## config.mk

```make
export PLATFORM = sky130hd
export DESIGN_NAME = rs485_silence_framed_link_top
export DESIGN_NICKNAME = d
export VERILOG_FILES = /design/src/rslnk_pkg.sv /design/src/rslnk_ctrl.sv /design/src/rs485_silence_framed_link_top.sv
export SDC_FILE = /design/constraint.sdc
export NUM_CORES = 2
export LEC_CHECK = 0
export BUFFER_PORTS_ARGS = -buffer_cell sky130_fd_sc_hd__buf_2
export CELL_PAD_IN_SITES_DETAIL_PLACEMENT = 0
export CELL_PAD_IN_SITES_GLOBAL_PLACEMENT = 1
export CORE_AREA = 3 3 501 875
export CTS_BUF_LIST = sky130_fd_sc_hd__clkbuf_4 sky130_fd_sc_hd__clkbuf_8 sky130_fd_sc_hd__clkbuf_16
export DETAILED_ROUTE_END_ITERATION = 10
export DIE_AREA = 0 0 504 878
export MAX_ROUTING_LAYER = met4
export PLACE_DENSITY = 0.47
export REMOVE_ABC_BUFFERS = 1
export SYNTH_ARGS = -nofsm -noshare
export SYNTH_HDL_FRONTEND = slang
export SYNTH_SLANG_ARGS = --single-unit
```

## constraint.sdc

```tcl
create_clock -name clk -period 7.35 [get_ports clk]
set_input_delay 0.735 -clock clk [delete_from_list [all_inputs] [get_ports clk]]
set_output_delay 0.735 -clock clk [all_outputs]
set_load 0.01 [all_outputs]
```

## src/rslnk_pkg.sv

```systemverilog
package rslnk_pkg;

  typedef enum logic [3:0] {
    OP_TICK     = 4'd0,
    OP_RX_BYTE  = 4'd1,
    OP_READ     = 4'd2,
    OP_FREE     = 4'd3,
    OP_PULL     = 4'd4,
    OP_TX_WRITE = 4'd5,
    OP_TX_START = 4'd6,
    OP_TX_SLOT  = 4'd7,
    OP_TX_DONE  = 4'd8
  } op_t;

  typedef enum logic [1:0] {
    PH_RECV    = 2'd0,
    PH_BETWEEN = 2'd1,
    PH_READY   = 2'd2
  } phase_t;

  typedef enum logic [1:0] {
    SRC_NONE = 2'd0,
    SRC_RX   = 2'd1,
    SRC_TX   = 2'd2
  } src_t;

  localparam int CNT_GOOD    = 0;
  localparam int CNT_FLIP    = 1;
  localparam int CNT_OVF     = 2;
  localparam int CNT_TX_LONG = 3;

  localparam int OUT_CNT_W = 16;

  // Buffer access requested by one transaction.
  typedef struct packed {
    logic       rx_we;
    logic       rx_re;
    logic       tx_we;
    logic       tx_re;
    logic       rx_wbank;
    logic       rx_rbank;
    logic [7:0] rx_wpos;
    logic [7:0] tx_rpos;
  } mem_req_t;

  // Status of the link after one transaction.
  typedef struct packed {
    src_t       byte_src;
    logic       last_tx_byte;
    logic       frame_ready;
    logic [7:0] frame_length;
    phase_t     line_phase;
    logic       drive_enable;
    logic       tx_pending;
  } status_t;

endpackage

```

## src/rslnk_ctrl.sv

```systemverilog
module rslnk_ctrl #(
  parameter int RX_DEPTH    = 128,
  parameter int TX_DEPTH    = 128,
  parameter int COUNT_WIDTH = 16
) (
  input  logic                           clk,
  input  logic                           rst,
  input  logic                           accept,
  input  logic [3:0]                     opcode,
  input  logic [6:0]                     buffer_index,
  input  logic [7:0]                     tx_length,
  input  logic                           cfg_we,
  input  logic [7:0]                     cfg_wdata,
  output rslnk_pkg::mem_req_t            req,
  output rslnk_pkg::status_t             status,
  output logic [3:0][COUNT_WIDTH-1:0]    counts
);

  logic [7:0]              silence_ticks;
  logic                    back_select, back_select_next;
  logic                    front_held, front_held_next;
  logic [7:0]              front_length, front_length_next;
  logic [7:0]              rx_position, rx_position_next;
  logic                    rx_overflowed, rx_overflowed_next;
  rslnk_pkg::phase_t       phase, phase_next;
  logic [7:0]              silence_left, silence_left_next;
  logic                    timer_armed, timer_armed_next;
  logic [7:0]              tx_total, tx_total_next;
  logic [7:0]              tx_position, tx_position_next;
  logic                    tx_requested, tx_requested_next;
  logic                    driver_on, driver_on_next;
  logic                    feed_enabled, feed_enabled_next;
  logic [3:0][COUNT_WIDTH-1:0] cnt, cnt_next;

  logic [3:0]              bump;
  logic                    clear_cnts;
  logic [7:0]              silence_eff;
  logic [7:0]              silence_dec;
  logic [7:0]              idx_ext;
  rslnk_pkg::src_t         byte_src;
  logic                    last_byte;

  assign silence_eff = (silence_ticks == 8'd0) ? 8'd1 : silence_ticks;
  assign silence_dec = silence_left - 8'd1;
  assign idx_ext     = {1'b0, buffer_index};

  always_comb begin
    back_select_next   = back_select;
    front_held_next    = front_held;
    front_length_next  = front_length;
    rx_position_next   = rx_position;
    rx_overflowed_next = rx_overflowed;
    phase_next         = phase;
    silence_left_next  = silence_left;
    timer_armed_next   = timer_armed;
    tx_total_next      = tx_total;
    tx_position_next   = tx_position;
    tx_requested_next  = tx_requested;
    driver_on_next     = driver_on;
    feed_enabled_next  = feed_enabled;
    bump               = 4'b0000;
    clear_cnts         = 1'b0;
    byte_src           = rslnk_pkg::SRC_NONE;
    last_byte          = 1'b0;
    req                = '0;
    req.rx_wbank       = back_select;
    req.rx_rbank       = ~back_select;
    req.rx_wpos        = rx_position;
    req.tx_rpos        = tx_position;
    if (accept) begin
      case (rslnk_pkg::op_t'(opcode))
        rslnk_pkg::OP_TICK: begin
          if (timer_armed) begin
            silence_left_next = silence_dec;
            if (silence_dec == 8'd0) begin
              timer_armed_next = 1'b0;
              if (phase == rslnk_pkg::PH_RECV) begin
                // End of frame: re-arm for the inter-frame gap and close it.
                phase_next        = rslnk_pkg::PH_BETWEEN;
                silence_left_next = silence_eff;
                timer_armed_next  = 1'b1;
                if (rx_overflowed) begin
                  bump[rslnk_pkg::CNT_OVF] = 1'b1;
                end else if (front_held) begin
                  bump[rslnk_pkg::CNT_FLIP] = 1'b1;
                end else begin
                  bump[rslnk_pkg::CNT_GOOD] = 1'b1;
                  front_length_next = rx_position;
                  front_held_next   = 1'b1;
                  back_select_next  = ~back_select;
                end
                rx_position_next   = 8'd0;
                rx_overflowed_next = 1'b0;
              end else begin
                phase_next = rslnk_pkg::PH_READY;
                if (tx_requested) begin
                  driver_on_next    = 1'b1;
                  feed_enabled_next = 1'b1;
                end
              end
            end
          end
        end
        rslnk_pkg::OP_RX_BYTE: begin
          silence_left_next = silence_eff;
          timer_armed_next  = 1'b1;
          phase_next        = rslnk_pkg::PH_RECV;
          if (rx_overflowed || rx_position >= 8'(RX_DEPTH)) begin
            rx_overflowed_next = 1'b1;
          end else begin
            req.rx_we        = 1'b1;
            rx_position_next = rx_position + 8'd1;
          end
        end
        rslnk_pkg::OP_READ: begin
          if (front_held && idx_ext < front_length && idx_ext < 8'(RX_DEPTH)) begin
            req.rx_re = 1'b1;
            byte_src  = rslnk_pkg::SRC_RX;
          end
        end
        rslnk_pkg::OP_FREE: begin
          front_held_next = 1'b0;
        end
        rslnk_pkg::OP_PULL: begin
          clear_cnts = 1'b1;
        end
        rslnk_pkg::OP_TX_WRITE: begin
          req.tx_we = (idx_ext < 8'(TX_DEPTH));
        end
        rslnk_pkg::OP_TX_START: begin
          if (tx_length > 8'(TX_DEPTH)) begin
            bump[rslnk_pkg::CNT_TX_LONG] = 1'b1;
          end else if (tx_length != 8'd0) begin
            tx_total_next     = tx_length;
            tx_requested_next = 1'b1;
            if (phase == rslnk_pkg::PH_READY) begin
              driver_on_next    = 1'b1;
              feed_enabled_next = 1'b1;
            end
          end
        end
        rslnk_pkg::OP_TX_SLOT: begin
          if (feed_enabled && tx_position < tx_total && tx_position < 8'(TX_DEPTH)) begin
            req.tx_re = 1'b1;
            byte_src  = rslnk_pkg::SRC_TX;
            if ((tx_position + 8'd1) >= tx_total) begin
              last_byte         = 1'b1;
              feed_enabled_next = 1'b0;
            end
            tx_position_next = tx_position + 8'd1;
          end
        end
        rslnk_pkg::OP_TX_DONE: begin
          tx_position_next  = 8'd0;
          driver_on_next    = 1'b0;
          feed_enabled_next = 1'b0;
          tx_requested_next = 1'b0;
        end
        default: begin
        end
      endcase
    end
    for (int k = 0; k < 4; k++) begin
      cnt_next[k] = clear_cnts ? '0 : cnt[k] + COUNT_WIDTH'(bump[k]);
    end
  end

  // Status as it stands after the transaction; counter pull reports the values before the clear.
  always_comb begin
    status.byte_src     = byte_src;
    status.last_tx_byte = last_byte;
    status.frame_ready  = front_held_next;
    status.frame_length = front_held_next ? front_length_next : 8'd0;
    status.line_phase   = phase_next;
    status.drive_enable = driver_on_next;
    status.tx_pending   = tx_requested_next;
    counts              = clear_cnts ? cnt : cnt_next;
  end

  always_ff @(posedge clk) begin
    if (rst) begin
      silence_ticks <= 8'd4;
      back_select   <= 1'b0;
      front_held    <= 1'b0;
      front_length  <= 8'd0;
      rx_position   <= 8'd0;
      rx_overflowed <= 1'b0;
      phase         <= rslnk_pkg::PH_READY;
      silence_left  <= 8'd0;
      timer_armed   <= 1'b0;
      tx_total      <= 8'd0;
      tx_position   <= 8'd0;
      tx_requested  <= 1'b0;
      driver_on     <= 1'b0;
      feed_enabled  <= 1'b0;
      cnt           <= '0;
    end else begin
      if (cfg_we) begin
        silence_ticks <= cfg_wdata;
      end
      back_select   <= back_select_next;
      front_held    <= front_held_next;
      front_length  <= front_length_next;
      rx_position   <= rx_position_next;
      rx_overflowed <= rx_overflowed_next;
      phase         <= phase_next;
      silence_left  <= silence_left_next;
      timer_armed   <= timer_armed_next;
      tx_total      <= tx_total_next;
      tx_position   <= tx_position_next;
      tx_requested  <= tx_requested_next;
      driver_on     <= driver_on_next;
      feed_enabled  <= feed_enabled_next;
      cnt           <= cnt_next;
    end
  end

`ifndef SYNTHESIS
  a_drive_needs_request: assert property (@(posedge clk) disable iff (rst)
    driver_on |-> tx_requested)
    else $error("driver on without a pending transmit");
  a_rx_pos_bound: assert property (@(posedge clk) disable iff (rst)
    rx_position <= 8'(RX_DEPTH))
    else $error("receive position beyond buffer");
  a_one_access: assert property (@(posedge clk) disable iff (rst)
    accept |-> !(req.rx_we && req.rx_re) && !(req.tx_we && req.tx_re))
    else $error("read and write of one buffer in one transaction");
`endif

endmodule

```

## src/rs485_silence_framed_link_top.sv

```systemverilog
// Channel   Direction  tdata (low bit first)                          tuser         tlast
// s_*       in         data_byte, buffer_index, tx_length             opcode        -
// m_*       out        out_byte, frame_ready, frame_length,           byte_valid    last_tx_byte
//                      line_phase, drive_enable, tx_pending, good,
//                      held_drop, rx_overflow, tx_too_long counts
// cfg_*     in         cfg_wdata: silence_ticks                       -             -
// One input transaction is taken per cycle while s_tready is high; each gives one result.
// The rate is set by the single read port of each buffer memory, read at most once per transaction.
// Reset is synchronous; the buffer memories are not cleared and need no clearing pass.
// A stalled output holds one result in the output register and one in the read stage;
// s_tready falls only when both are full.
module rs485_silence_framed_link_top #(
  parameter int RX_DEPTH    = 128,
  parameter int TX_DEPTH    = 128,
  parameter int COUNT_WIDTH = 16
) (
  input  logic        clk,
  input  logic        rst,
  input  logic        cfg_we,
  input  logic [7:0]  cfg_wdata,
  input  logic        s_tvalid,
  output logic        s_tready,
  input  logic [23:0] s_tdata,   // data_byte[7:0], buffer_index[14:8], tx_length[22:15], zero
  input  logic [3:0]  s_tuser,   // opcode
  output logic        m_tvalid,
  input  logic        m_tready,
  output logic [87:0] m_tdata,   // out_byte, frame_ready, frame_length, line_phase,
                                 // drive_enable, tx_pending, four 16-bit counts, zero
  output logic        m_tuser,   // byte_valid
  output logic        m_tlast    // last_tx_byte
);

  localparam int RX_AW = $clog2(2 * RX_DEPTH);
  localparam int TX_AW = $clog2(TX_DEPTH);

  logic                        accept;
  rslnk_pkg::mem_req_t         req;
  rslnk_pkg::status_t          status;
  logic [3:0][COUNT_WIDTH-1:0] counts;

  logic [7:0]       rx_mem [2*RX_DEPTH];
  logic [7:0]       tx_mem [TX_DEPTH];
  logic [7:0]       rx_q;
  logic [7:0]       tx_q;
  logic [RX_AW-1:0] rx_waddr;
  logic [RX_AW-1:0] rx_raddr;
  logic [TX_AW-1:0] tx_waddr;

  logic                        s1_valid;
  rslnk_pkg::status_t          s1_status;
  logic [3:0][COUNT_WIDTH-1:0] s1_counts;
  logic                        s1_adv;
  logic [7:0]                  s1_byte;

  logic        out_valid;
  logic [87:0] out_data;
  logic        out_user;
  logic        out_last;

  assign s1_adv   = s1_valid && (!out_valid || m_tready);
  assign s_tready = !s1_valid || s1_adv;
  assign accept   = s_tvalid && s_tready;

  rslnk_ctrl #(
    .RX_DEPTH    (RX_DEPTH),
    .TX_DEPTH    (TX_DEPTH),
    .COUNT_WIDTH (COUNT_WIDTH)
  ) u_ctrl (
    .clk          (clk),
    .rst          (rst),
    .accept       (accept),
    .opcode       (s_tuser),
    .buffer_index (s_tdata[14:8]),
    .tx_length    (s_tdata[22:15]),
    .cfg_we       (cfg_we),
    .cfg_wdata    (cfg_wdata),
    .req          (req),
    .status       (status),
    .counts       (counts)
  );

  assign rx_waddr = req.rx_wbank ? RX_AW'(RX_DEPTH) + RX_AW'(req.rx_wpos) : RX_AW'(req.rx_wpos);
  assign rx_raddr = req.rx_rbank ? RX_AW'(RX_DEPTH) + RX_AW'(s_tdata[14:8])
                                 : RX_AW'(s_tdata[14:8]);
  assign tx_waddr = TX_AW'(s_tdata[14:8]);

  always_ff @(posedge clk) begin
    if (accept && req.rx_we) begin
      rx_mem[rx_waddr] <= s_tdata[7:0];
    end
    if (accept && req.rx_re) begin
      rx_q <= rx_mem[rx_raddr];
    end
  end

  always_ff @(posedge clk) begin
    if (accept && req.tx_we) begin
      tx_mem[tx_waddr] <= s_tdata[7:0];
    end
    if (accept && req.tx_re) begin
      tx_q <= tx_mem[req.tx_rpos[TX_AW-1:0]];
    end
  end

  always_ff @(posedge clk) begin
    if (rst) begin
      s1_valid  <= 1'b0;
      out_valid <= 1'b0;
    end else begin
      s1_valid <= accept || (s1_valid && !s1_adv);
      if (s1_adv) begin
        out_valid <= 1'b1;
      end else if (m_tready) begin
        out_valid <= 1'b0;
      end
    end
  end

  always_ff @(posedge clk) begin
    if (accept) begin
      s1_status <= status;
      s1_counts <= counts;
    end
  end

  always_comb begin
    case (s1_status.byte_src)
      rslnk_pkg::SRC_RX: s1_byte = rx_q;
      rslnk_pkg::SRC_TX: s1_byte = tx_q;
      default:           s1_byte = 8'd0;
    endcase
  end

  always_ff @(posedge clk) begin
    if (s1_adv) begin
      out_data <= {3'b000,
                   rslnk_pkg::OUT_CNT_W'(s1_counts[rslnk_pkg::CNT_TX_LONG]),
                   rslnk_pkg::OUT_CNT_W'(s1_counts[rslnk_pkg::CNT_OVF]),
                   rslnk_pkg::OUT_CNT_W'(s1_counts[rslnk_pkg::CNT_FLIP]),
                   rslnk_pkg::OUT_CNT_W'(s1_counts[rslnk_pkg::CNT_GOOD]),
                   s1_status.tx_pending,
                   s1_status.drive_enable,
                   s1_status.line_phase,
                   s1_status.frame_length,
                   s1_status.frame_ready,
                   s1_byte};
      out_user <= (s1_status.byte_src != rslnk_pkg::SRC_NONE);
      out_last <= s1_status.last_tx_byte;
    end
  end

  assign m_tvalid = out_valid;
  assign m_tdata  = out_data;
  assign m_tuser  = out_user;
  assign m_tlast  = out_last;

`ifndef SYNTHESIS
  a_stall_only_when_full: assert property (@(posedge clk) disable iff (rst)
    !s_tready |-> s1_valid && out_valid && !m_tready)
    else $error("input stalled with room in the pipeline");
  a_accept_fills_s1: assert property (@(posedge clk) disable iff (rst)
    accept |=> s1_valid)
    else $error("accepted transaction lost before the read stage");
  a_adv_fills_out: assert property (@(posedge clk) disable iff (rst)
    s1_adv |=> out_valid)
    else $error("result lost between read stage and output register");
  a_status_drive: assert property (@(posedge clk) disable iff (rst)
    s1_valid |-> (!s1_status.drive_enable || s1_status.tx_pending))
    else $error("driver reported on without a pending transmit");
`endif

endmodule
```

==> flow_summary_export.csv <==
group,metric,value,unit
clock_network,cts_tree,"done",
floorplan,die-area,0.4425,sq mm
sta,relSlewSlack,-0.02889,
critical_path,slowest_delay,1.41,ns
pwr,finalPower,39720,uW
hold_path,hold_path.class,"in -> reg",
critical_path,arrival,5.65,ns
synthesis,synth_enable_flop_cells,3255,
synthesis,synth.cell_area,0.1294,sq mm
sta,min_period,4.993,ns
sta,skew,0.07327,ns
critical_path,critPathRequiredTime,8.01,ns
final_layout,drive_gt1_frac,0.1785,
route,drt_iter0_drc,6135,
clock_network,cts-buffers-inserted,327,
critical_path,cp-start-kind,"input port",
route,ant_nets,0,
run_status,outcome,"finished with violations",
pwr,p_leak,0.04486,uW
final_layout,seq_area,0.1002,sq mm
critical_path,crit_path_top_delay_cell,"a31oi_1",
placement,place_congestion,0.8738,
clock_network,clock_latency,0.94,ns
floorplan,die_w,504,um
grt,grt.overflow.total,0,
critical_path,crit_path_end_kind,"flop",
final_layout,synthToLayoutAreaGrowth,14.76,%
floorplan,fp-row-count,319,
synthesis,synth_seq_area_share,0.7744,
route,drt-pass1-iter-count,5,
placement,numPortBuffers,128,
clock_network,clk_path_buf_depth,4,
placement,dpl_cell_area,0.1377,sq mm
synthesis,synthFlopType,"edfxtp_1",
grt,grt_antenna_before_repair,20,
route,vias_per_cell,5.188,
grt,grt.total_usage,0.2064,
grt,grt_pass1_wl,619.9,mm
pwr,ir_drop,158.6,uV
route,detail_route.wl_per_cell,33.81,um
clock_network,path_clk_slew,0.06,ns
synthesis,yosys.area.top_type,"edfxtp_1",
synthesis,netlist_instances,7172,
synthesis,synth_cell_types,91,
final_layout,layout.cells.non_filler,13490,
run_status,violations,"capacitance limit, slew limit",
placement,dp_slack,1.644,ns
critical_path,path_buf_inv,1,
synthesis,synthMostInstantiatedCell,"edfxtp_1",
sta,rsz0062_at_grt,"no",
critical_path,path_depth,8,
synthesis,async_flop_share,0,
route,drt_wl_total,456.1,mm
placement,placed_cells,12850,
hold_path,holdPathStages,3,
final_layout,nets,7482,
grt,grt_max_degree,167,
synthesis,ys_top_cells_by_area,"edfxtp_1 76%, mux4_2 5.5%, a22oi_1 2.7%",
floorplan,die_height,878,um
critical_path,worstPathCellList,"buf_2 > nor2b_2 > nand3_1 > a31oi_1 > or4_1 > nor4_1 > and4b_1 > a41oi_1",
sta,tightest_slew,1.536,ns
sta,fin_hold_ws,0.1112,ns
clock_network,clock_sinks,3378,
pwr,power_density,267.5,mW/mm^2
sta,finalSetupViolations,0,
final_layout,fillers,41140,
sta,fin_crit_sh,0.6793,
final_layout,multi_input_area,0.02722,sq mm
sta,finalHoldViolCount,0,
sta,slew_viol_final,9,
sta,timing.final.ws_setup,2.357,ns
synthesis,avgSynthCellArea,18.04,sq um
critical_path,path_class,"in -> reg",
final_layout,fin_area,0.1485,sq mm
route,drcViolationCount,0,
placement,dp_hpwl,294.6,mm
clock_network,cts.repair.resized,0,
synthesis,synth-seq-cells,3378,
floorplan,io_pins,133,
critical_path,rr_worst_depth,7,
synthesis,ys_warn_count,0,
sta,clock.fmax,0.2003,GHz
job,cap_violations,2,
critical_path,crit_family,"simple AND/OR/NAND/NOR gates",
clock_network,root_buffer,"clkbuf_16",
synthesis,synth_top_area_frac,0.7554,
clock_network,h-tree-depth,5,
floorplan,initial_core_util,0.2996,
route,route.vias.total,69980,
synthesis,synthTopCellsByCount,"3255 x edfxtp_1, 619 x nor2_1, 467 x a22oi_1",
grt,grt_pass1_vias,71770,
critical_path,path_max_fanout,11,
floorplan,core-area,0.4319,sq mm
-- worst reg2reg max path, stage by stage (launching register included) --
cell,delay (ns)
dfxtp_1,0.36
nand3b_1,0.22
nand2_1,0.30
nor4_1,0.96
and2_1,0.41
nand2_1,0.61
buf_4,0.50
nor2_1,0.88
-- worst paths after layout --
check	from	endpoint	slack, ns
worst max-delay path	s_tdata[13]	rx_q[1]$_DFFE_PP_	2.36
worst min-delay path	s_tdata[22]	u_ctrl.tx_total[7]$_SDFFE_PP0P_	0.11
worst max register to register	m_tvalid$_SDFFE_PP0P_	rx_mem[105][5]$_DFFE_PP_	2.79
worst min register to register	s1_counts[23]$_DFFE_PP_	m_tdata[44]$_DFFE_PP_	0.39
-- flip-flops by register name, summed over array words and instances (netlist names), 16 cells and up --
name	flops
s1_counts	64
m_tdata	85
tx_mem	1024
rx_mem	2048
u_ctrl.cnt	64
s1_status	16
-- area by class of cell --
type	count	area share
repair buffers	363	0.01994
multi-input cells	3292	0.1833
clock buffers	399	0.05981
flip-flops and latches	3378	0.6749
inverters	39	0.001003
well taps	5778	0.04868
diodes	63	0.001062
clock inverters	176	0.01133
-- routing by layer --
metal / global-route usage / wire length [um] / up-vias
met5: - / 0 / -
met4: 0.1182 / 30730 / 0
li1: - / - / 29660
met1: 0.2168 / 162000 / 37460
met2: 0.3741 / 245600 / 2120
met3: 0.02265 / 17700 / 740
-- layout by cell type (no fill, tap or decap), types with 29 or more instances in the layout --
cell type / n
a21oi_1: 153
a221oi_1: 153
a222oi_1: 38
a22o_1: 86
a22oi_1: 467
a31oi_1: 99
a41oi_1: 34
buf_12: 34
buf_2: 116
buf_4: 195
clkbuf_16: 335
clkbuf_4: 61
clkinv_1: 66
clkinv_2: 55
dfxtp_1: 118
diode_2: 63
edfxtp_1: 3255
ha_1: 40
inv_1: 35
mux2_2: 93
mux2i_1: 204
mux4_2: 314
nand2_1: 207
nand3_1: 89
nand4_1: 29
nor2_1: 616
nor3_1: 29
o21ai_0: 92
xnor2_1: 54
xor2_1: 57
-- cell families after synthesis --
kind of cell,share of synthesized area
flops,0.7744
compound gates,0.07507
xor+xnor,0.007513
other cells,0.00002898
buf+inv,0.01761
fa+ha+maj,0.003868
simple gates,0.04299
mux,0.07852
-- metrics by stage --
step / TNS [ns] / utilization
2_1_floorplan: -2023.73 / -
3_3_place_gp: 0 / 0.3187
3_5_place_dp: 0 / 0.3189
4_1_cts: 0 / 0.3435
5_1_grt: 0 / 0.3438
6_report: 0 / 0.3439
-- power breakdown --
group	total, uW	internal [uW]	leakage [uW]	switching (uW)
logic	1490	336	0.00923	1150
clock network	17100	9610	0.00526	7470
registers	21200	21100	0.0304	21.1
total	39700	31100	0.0449	8640
-- what timing repair did --
item / 4_1_cts / 5_1_grt
buffers inserted: 0 / 0
endpoints found under the hold margin: 5 / 0
hold buffers: 5 / 0
(Power assumes the default switching activity.)
